File: config.mk
export PLATFORM = sky130hd
export DESIGN_NAME = days_between_dates_flat
export DESIGN_NICKNAME = d
export VERILOG_FILES = /design/src/design/dbd_pkg.sv /design/src/design/dbd_in_if.sv /design/src/design/dbd_out_if.sv /design/src/design/days_between_dates.sv /design/src/design/dbd_day_num.sv /design/src/flat_wrapper.sv
export SDC_FILE = /design/constraint.sdc
export NUM_CORES = 1
export LEC_CHECK = 0
export ABC_CLOCK_PERIOD_IN_PS = 4900
export BUFFER_PORTS_ARGS = -buffer_cell sky130_fd_sc_hd__buf_2
export CAP_MARGIN = 20
export CORE_MARGIN = 2
export CORE_UTILIZATION = 50
export CTS_CLUSTER_DIAMETER = 30
export CTS_CLUSTER_SIZE = 20
export DETAILED_ROUTE_END_ITERATION = 16
export GPL_TIMING_DRIVEN = 0
export PLACE_DENSITY = 0.67
export SYNTH_ARGS = -nofsm -noshare
export SYNTH_HDL_FRONTEND = slang
export SYNTH_SLANG_ARGS = --single-unit
File: constraint.sdc
create_clock -name clk_i -period 4.9 [get_ports clk_i]
set_clock_uncertainty 0.05 [all_clocks]
set_input_delay 0.735 -clock clk_i [delete_from_list [all_inputs] [get_ports clk_i]]
set_output_delay 0.735 -clock clk_i [all_outputs]
set_load 0.1 [all_outputs]
File: src/design/dbd_pkg.sv
package dbd_pkg;

  localparam int unsigned DayW   = 5;
  localparam int unsigned MonW   = 4;
  localparam int unsigned YearW  = 14;
  localparam int unsigned DiffW  = 23;
  localparam int unsigned NumW   = 23;
  localparam int unsigned Q100W  = 8;
  localparam int unsigned DbmW   = 9;
  localparam int unsigned OffW   = 10;

  // floor(x / 100) == (x * Recip100) >> Recip100Shift for every x below 2**15
  localparam logic [12:0] Recip100      = 13'd5243;
  localparam int unsigned Recip100Shift = 19;
  localparam int unsigned RecipProdW    = YearW + 13;

  localparam logic [MonW-1:0] MonJan = 4'd1;
  localparam logic [MonW-1:0] MonFeb = 4'd2;
  localparam logic [MonW-1:0] MonDec = 4'd12;

  // Pipeline advance strobes, one per payload stage of a date.
  typedef struct packed {
    logic s1;
    logic s2;
    logic s3;
  } adv_t;

  // Days in the whole months before the given month (month already clamped 1..12).
  function automatic logic [DbmW-1:0] days_before_month(input logic [MonW-1:0] mon);
    logic [DbmW-1:0] dbm;
    case (mon)
      4'd1:    dbm = 9'd0;
      4'd2:    dbm = 9'd31;
      4'd3:    dbm = 9'd59;
      4'd4:    dbm = 9'd90;
      4'd5:    dbm = 9'd120;
      4'd6:    dbm = 9'd151;
      4'd7:    dbm = 9'd181;
      4'd8:    dbm = 9'd212;
      4'd9:    dbm = 9'd243;
      4'd10:   dbm = 9'd273;
      4'd11:   dbm = 9'd304;
      4'd12:   dbm = 9'd334;
      default: dbm = 9'd0;
    endcase
    return dbm;
  endfunction

endpackage

File: src/design/dbd_in_if.sv
interface dbd_in_if;
  logic                         valid;
  logic                         ready;
  logic [dbd_pkg::DayW-1:0]     first_day;
  logic [dbd_pkg::MonW-1:0]     first_month;
  logic [dbd_pkg::YearW-1:0]    first_year;
  logic [dbd_pkg::DayW-1:0]     second_day;
  logic [dbd_pkg::MonW-1:0]     second_month;
  logic [dbd_pkg::YearW-1:0]    second_year;

  modport source (
    output valid, first_day, first_month, first_year,
    output second_day, second_month, second_year,
    input  ready
  );

  modport sink (
    input  valid, first_day, first_month, first_year,
    input  second_day, second_month, second_year,
    output ready
  );
endinterface

File: src/design/dbd_out_if.sv
interface dbd_out_if;
  logic                             valid;
  logic                             ready;
  logic signed [dbd_pkg::DiffW-1:0] day_difference;

  modport source (
    output valid, day_difference,
    input  ready
  );

  modport sink (
    input  valid, day_difference,
    output ready
  );
endinterface

File: src/design/days_between_dates.sv
// days_between_dates: signed day count from a first Gregorian date to a second.
//
// Input channel in_i (sink): one transaction carries both dates as day, month
// and year fields. Output channel out_o (source): one transaction per input,
// day_difference = day number of the second date minus that of the first,
// two's complement, saturated to the 23-bit range. Months below 1 count as
// January, above 12 as December; days are added without a range check.
//
// out_o.valid rises once the transaction has passed all four register stages;
// the first of them loads at the accepting edge. Throughput: one transaction
// per cycle while out_o.ready stays high, set by a four-stage pipeline (month
// table and reciprocal divide by 100, year multiply and leap counts, day-number
// sum, difference and saturation). Each stage holds a valid bit.
//
// Reset clears all valid bits; the pipeline comes up empty and ready.
// When the receiver stalls, the stages behind the output register keep
// advancing into empty slots, so bubbles are squeezed out; once all stages
// hold data, in_i.ready drops and every stage holds its transaction.
module days_between_dates (
  input  logic      clk_i,
  input  logic      rst_ni,
  dbd_in_if.sink    in_i,
  dbd_out_if.source out_o
);

  logic v1_q, v2_q, v3_q, v4_q;
  logic adv4;
  dbd_pkg::adv_t adv;

  // Advance a stage when it is empty or the stage after it advances.
  assign adv4   = !v4_q || out_o.ready;
  assign adv.s3 = !v3_q || adv4;
  assign adv.s2 = !v2_q || adv.s3;
  assign adv.s1 = !v1_q || adv.s2;

  assign in_i.ready = adv.s1;

  always_ff @(posedge clk_i or negedge rst_ni) begin
    if (!rst_ni) begin
      v1_q <= 1'b0;
      v2_q <= 1'b0;
      v3_q <= 1'b0;
      v4_q <= 1'b0;
    end else begin
      if (adv.s1) v1_q <= in_i.valid;
      if (adv.s2) v2_q <= v1_q;
      if (adv.s3) v3_q <= v2_q;
      if (adv4)   v4_q <= v3_q;
    end
  end

  // Day numbers of both dates, three stages each.
  logic [dbd_pkg::NumW-1:0] num_first;
  logic [dbd_pkg::NumW-1:0] num_second;

  dbd_day_num u_first (
    .clk_i   (clk_i),
    .adv_i   (adv),
    .day_i   (in_i.first_day),
    .month_i (in_i.first_month),
    .year_i  (in_i.first_year),
    .num_o   (num_first)
  );

  dbd_day_num u_second (
    .clk_i   (clk_i),
    .adv_i   (adv),
    .day_i   (in_i.second_day),
    .month_i (in_i.second_month),
    .year_i  (in_i.second_year),
    .num_o   (num_second)
  );

  // Output stage: difference with one guard bit, then saturate.
  logic signed [dbd_pkg::DiffW:0]   diff_wide;
  logic signed [dbd_pkg::DiffW-1:0] diff_sat;
  logic signed [dbd_pkg::DiffW-1:0] diff_q;

  assign diff_wide = $signed({1'b0, num_second}) - $signed({1'b0, num_first});

  always_comb begin
    if (diff_wide[dbd_pkg::DiffW] != diff_wide[dbd_pkg::DiffW-1]) begin
      // Overflow: clamp toward the sign of the wide result.
      diff_sat = diff_wide[dbd_pkg::DiffW] ? {1'b1, {(dbd_pkg::DiffW-1){1'b0}}}
                                           : {1'b0, {(dbd_pkg::DiffW-1){1'b1}}};
    end else begin
      diff_sat = diff_wide[dbd_pkg::DiffW-1:0];
    end
  end

  always_ff @(posedge clk_i) begin
    if (adv4) begin
      diff_q <= diff_sat;
    end
  end

  assign out_o.valid          = v4_q;
  assign out_o.day_difference = diff_q;

endmodule

File: src/design/dbd_day_num.sv
module dbd_day_num (
  input  logic                          clk_i,
  input  dbd_pkg::adv_t                 adv_i,
  input  logic [dbd_pkg::DayW-1:0]      day_i,
  input  logic [dbd_pkg::MonW-1:0]      month_i,
  input  logic [dbd_pkg::YearW-1:0]     year_i,
  output logic [dbd_pkg::NumW-1:0]      num_o
);

  // Stage 1: clamp month, look up month offset, divide year by 100.
  logic [dbd_pkg::MonW-1:0]       mon_clamped;
  logic [dbd_pkg::RecipProdW-1:0] recip_prod;

  logic [dbd_pkg::YearW-1:0]      year1_q;
  logic [dbd_pkg::DayW-1:0]       day1_q;
  logic [dbd_pkg::DbmW-1:0]       dbm1_q;
  logic                           late1_q;
  logic [dbd_pkg::Q100W-1:0]      q100_1_q;

  always_comb begin
    if (month_i < dbd_pkg::MonJan) begin
      mon_clamped = dbd_pkg::MonJan;
    end else if (month_i > dbd_pkg::MonDec) begin
      mon_clamped = dbd_pkg::MonDec;
    end else begin
      mon_clamped = month_i;
    end
  end

  assign recip_prod = dbd_pkg::RecipProdW'(year_i) * dbd_pkg::RecipProdW'(dbd_pkg::Recip100);

  always_ff @(posedge clk_i) begin
    if (adv_i.s1) begin
      year1_q  <= year_i;
      day1_q   <= day_i;
      dbm1_q   <= dbd_pkg::days_before_month(mon_clamped);
      late1_q  <= (mon_clamped > dbd_pkg::MonFeb);
      q100_1_q <= recip_prod[dbd_pkg::Recip100Shift +: dbd_pkg::Q100W];
    end
  end

  // Stage 2: 365 * year, leap counts, leap flag and in-year offset.
  logic [dbd_pkg::YearW-1:0] cent_part;
  logic [dbd_pkg::YearW-1:0] rem100;
  logic                      rem100_nz;
  logic                      leap;

  logic [dbd_pkg::NumW-1:0]  y365_2_q;
  logic [12:0]               ceil4_2_q;
  logic [dbd_pkg::Q100W-1:0] ceil100_2_q;
  logic [5:0]                ceil400_2_q;
  logic [dbd_pkg::OffW-1:0]  off2_q;

  assign cent_part = dbd_pkg::YearW'(q100_1_q) * dbd_pkg::YearW'(100);
  assign rem100    = year1_q - cent_part;
  assign rem100_nz = (rem100 != '0);
  assign leap      = ((year1_q[1:0] == 2'b00) && rem100_nz) ||
                     (!rem100_nz && (q100_1_q[1:0] == 2'b00));

  always_ff @(posedge clk_i) begin
    if (adv_i.s2) begin
      y365_2_q    <= dbd_pkg::NumW'(year1_q) * dbd_pkg::NumW'(365);
      ceil4_2_q   <= 13'(year1_q[dbd_pkg::YearW-1:2]) + 13'(year1_q[1:0] != 2'b00);
      ceil100_2_q <= q100_1_q + dbd_pkg::Q100W'(rem100_nz);
      ceil400_2_q <= 6'(q100_1_q[dbd_pkg::Q100W-1:2])
                     + 6'((q100_1_q[1:0] != 2'b00) || rem100_nz);
      off2_q      <= dbd_pkg::OffW'(dbm1_q) + dbd_pkg::OffW'(late1_q && leap)
                     + dbd_pkg::OffW'(day1_q);
    end
  end

  // Stage 3: sum into the day number.
  logic [dbd_pkg::NumW-1:0] num3_q;

  always_ff @(posedge clk_i) begin
    if (adv_i.s3) begin
      num3_q <= y365_2_q + dbd_pkg::NumW'(ceil4_2_q) - dbd_pkg::NumW'(ceil100_2_q)
                + dbd_pkg::NumW'(ceil400_2_q) + dbd_pkg::NumW'(off2_q);
    end
  end

  assign num_o = num3_q;

endmodule
File: src/flat_wrapper.sv
// flat-port wrapper written by rule: the top's interface ports become plain ports
module days_between_dates_flat 
  (clk_i, rst_ni, in_i_valid, in_i_first_day, in_i_first_month, in_i_first_year, in_i_second_day, in_i_second_month, in_i_second_year, in_i_ready, out_o_valid, out_o_day_difference, out_o_ready);
  dbd_in_if in_i_i ();
  dbd_out_if out_o_i ();
  input  logic clk_i;
  input  logic rst_ni;
  input wire logic [$bits(in_i_i.valid)-1:0] in_i_valid;
  input wire logic [$bits(in_i_i.first_day)-1:0] in_i_first_day;
  input wire logic [$bits(in_i_i.first_month)-1:0] in_i_first_month;
  input wire logic [$bits(in_i_i.first_year)-1:0] in_i_first_year;
  input wire logic [$bits(in_i_i.second_day)-1:0] in_i_second_day;
  input wire logic [$bits(in_i_i.second_month)-1:0] in_i_second_month;
  input wire logic [$bits(in_i_i.second_year)-1:0] in_i_second_year;
  output wire logic [$bits(in_i_i.ready)-1:0] in_i_ready;
  output wire logic [$bits(out_o_i.valid)-1:0] out_o_valid;
  output wire logic [$bits(out_o_i.day_difference)-1:0] out_o_day_difference;
  input wire logic [$bits(out_o_i.ready)-1:0] out_o_ready;
  assign in_i_i.valid = in_i_valid;
  assign in_i_i.first_day = in_i_first_day;
  assign in_i_i.first_month = in_i_first_month;
  assign in_i_i.first_year = in_i_first_year;
  assign in_i_i.second_day = in_i_second_day;
  assign in_i_i.second_month = in_i_second_month;
  assign in_i_i.second_year = in_i_second_year;
  assign in_i_ready = in_i_i.ready;
  assign out_o_valid = out_o_i.valid;
  assign out_o_day_difference = out_o_i.day_difference;
  assign out_o_i.ready = out_o_ready;
  days_between_dates u_core (.clk_i(clk_i), .rst_ni(rst_ni), .in_i(in_i_i), .out_o(out_o_i));
endmodule
==> metrics <==
WL final=58.5 mm; final instance area=33,600 µm²; nets@finish=3,730; number of global-route vias before repair=20,300; CP max FO=4; max incr delay on CP=0.57 ns; Post-synth EDFFs=263; Slew headroom=41.7%; I/O Pins=75; max frequency=169 MHz; clock sinks=267; status=finished, violations left; Worst-Skew Late Latency=0.58 ns; placed cell areas=30,100 µm²; Area contributors post-synth=edfxtp_1 28%, ha_1 23%, fa_1 19%, inv_1 8.2%, xnor2_1 3.9%; CTS Root Cell=clkbuf_16; Synth async-reset ratio=1.50%; DRC=0; antenna viol nets, final=0; Commonest cells post-synth=624 x inv_1, 537 x ha_1, 273 x fa_1, 263 x edfxtp_1, 126 x xnor2_1; clk buf depth=3; Yosys reg bits=267; crit path max-delay cell type=fa_2; DP HPWL=46.0 mm; Vias/cell=5.17; drt first pass iters=5; Remaining Overflow, GRT=0; # diodes=0; most used flip-flop cell after synthesis=edfxtp_1; area leader, netlist=edfxtp_1; most numerous cell in the Yosys netlist=inv_1; mapped cell area=28,600 µm²; Setup WS pre-CTS=-1.12 ns; kind of start point of the critical path=register; global-route usage over all layers=20.3%; first-pass GRT wire length=97.9 mm; total of max-cap violations=0; # rows=87; RSZ-0062 raised after global routing=true; Core Box Area=56,500 µm²; Max Slew Vio Count=0; final hold viol count=0; type of the worst setup path=reg -> reg; Fillers=4,601; Netlist cell types=72; routability cong.=0.912; period utilization=121%; Vias=19,000; initial drt markers=782; Die Span Y=243 µm; CP Capture Type=register; total negative slack=-9.91 ns; post-synthesis cell count=2,648; # setup viols final=24; area share of the largest cell type after synthesis=27.6%; multi-input logic area=19,100 µm²; initial antenna violation count=1; failing checks=setup timing; CP Data Required Time=5.16 ns; CTS tree=done; WP data arrival=6.17 ns; share of cells above drive strength 1=14.2%; die area=59,100 µm²; Synthesized Nets=3,508; Synth Warn #=0; worst-margin pin slew=0.875 ns; Layout area overhead=17.5%; register area=8000 µm²; mean routed wirelength per cell=15.9 µm; Starting Density=50.6%; Syn Area/Cell=10.8 µm²; Seq/Total Area, Yosys=28.0%; clk slew on worst S/H paths=0.05 ns; H-tree levels=2; Hold WC Path Type=in -> reg; port bufs=72; CTS buffer count=59; fin crit period=5.91 ns; largest net degree at the start of global routing=66; die width=243 µm; Setup WS post-layout=-1.01 ns
## final cells by class
type | count | share of cell area (%)
timing repair buffer | 161 | 3.52
tap | 756 | 2.81
inverter | 624 | 6.97
buffer | 14 | 0.201
clock buffer | 65 | 4.59
clock inverter | 45 | 1.23
sequential | 267 | 23.8
multi-input combinational | 1743 | 56.9
## registers in the layout, indices dropped and copies added, names as in the netlist, 13 cells and up
register                     cells
u_core.out_o.day_difference     23
u_core.u_first.ceil4_2_q        13
u_core.u_first.num_o            23
u_core.u_first.y365_2_q         23
u_core.u_first.year1_q          14
u_core.u_second.ceil4_2_q       13
u_core.u_second.num_o           23
u_core.u_second.y365_2_q        23
u_core.u_second.year1_q         14
## logic make-up (layout without fill, tap and decap cells)
| group | Yosys count | after routing | synth area share, % |
|---|---|---|---|
| muxes | 9 | 9 | 0.324 |
| xor gates and xnor gates | 181 | 181 | 5.66 |
| and+or+nand+nor | 389 | 389 | 6.84 |
| buffers and inverters | 638 | 909 | 8.42 |
| adders and majority gates | 815 | 815 | 42.8 |
| AOI/OAI and AO/OA | 349 | 349 | 8.01 |
| DFF | 267 | 267 | 28.0 |
## metal layers
metal	vias up	wire (µm)	global-route usage [%]
met5	-	13	0
met4	2	1400	5.95
met3	97	1990	3.02
met2	288	28300	34.5
met1	9283	26800	26.9
li1	9346	-	-
## cells in the final DEF, fill, tap and decap left out, types with 52 or more instances in the layout
cell       synthesis  layout
ha_1             537     493
xnor2_1          126     115
nand2_1           80      73
a21oi_1          105      97
fa_1             273     266
o21ai_0           65      52
edfxtp_1         263     263
inv_1            624     619
buf_4              2      83
buf_2              0      52
clkbuf_16          0      61
nor2_1            77      75
## worst paths after layout
path                       slack (ns)                   endpoint  cells past startpoint                   startpoint
max in group asynchronous        4.23         u_core.out_o.valid                      2                       rst_ni
setup reg to reg                -1.01  u_core.u_second.off2_q[8]                     26  u_core.u_second.q100_1_q[2]
setup / recovery                -1.01  u_core.u_second.off2_q[8]                     26  u_core.u_second.q100_1_q[2]
min in group asynchronous        0.43         u_core.out_o.valid                      2                       rst_ni
hold / removal                   0.28  u_core.u_second.day1_q[1]                      1           in_i_second_day[1]
hold reg to reg                  0.44                u_core.v2_q                      1                  u_core.v1_q
## worst max-delay path: cells and delay by family (launching register included)
| kind | cells | cell delay (ns) |
|---|---|---|
| adder cells (fa/ha/maj) | 7 | 2.29 |
| multiplexers | 1 | 0.23 |
| AO/OA/AOI/OAI | 6 | 0.88 |
| flip-flops | 1 | 0.47 |
| AND/OR/NAND/NOR | 7 | 0.79 |
| buffers and inverters | 2 | 0.25 |
| XOR/XNOR | 3 | 0.69 |
## per-stage QoR
stage,util (%),cells,hold slack (ns)
final,59.5,3675,0.279
after global routing,59.5,3675,0.259
after CTS,57.9,3636,0.246
after detailed placement,53.4,3482,0.409
after global placement,53.1,3476,0.394
after floorplan,-,2648,0.385
## timing repair
| action | CTS | global route |
|---|---|---|
| buffers inserted | 43 | 45 |
| gates cloned | 0 | 0 |
| endpoints found under the setup margin | 40 | 64 |
| pin swaps | 46 | 77 |
| hold buffers | 1 | 0 |
| endpoints found under the hold margin | 4 | 0 |
| resized for setup | 47 | 126 |
Power is not shown: default switching activity piles up to over one toggle a cycle in this logic, so the estimate is an artifact.
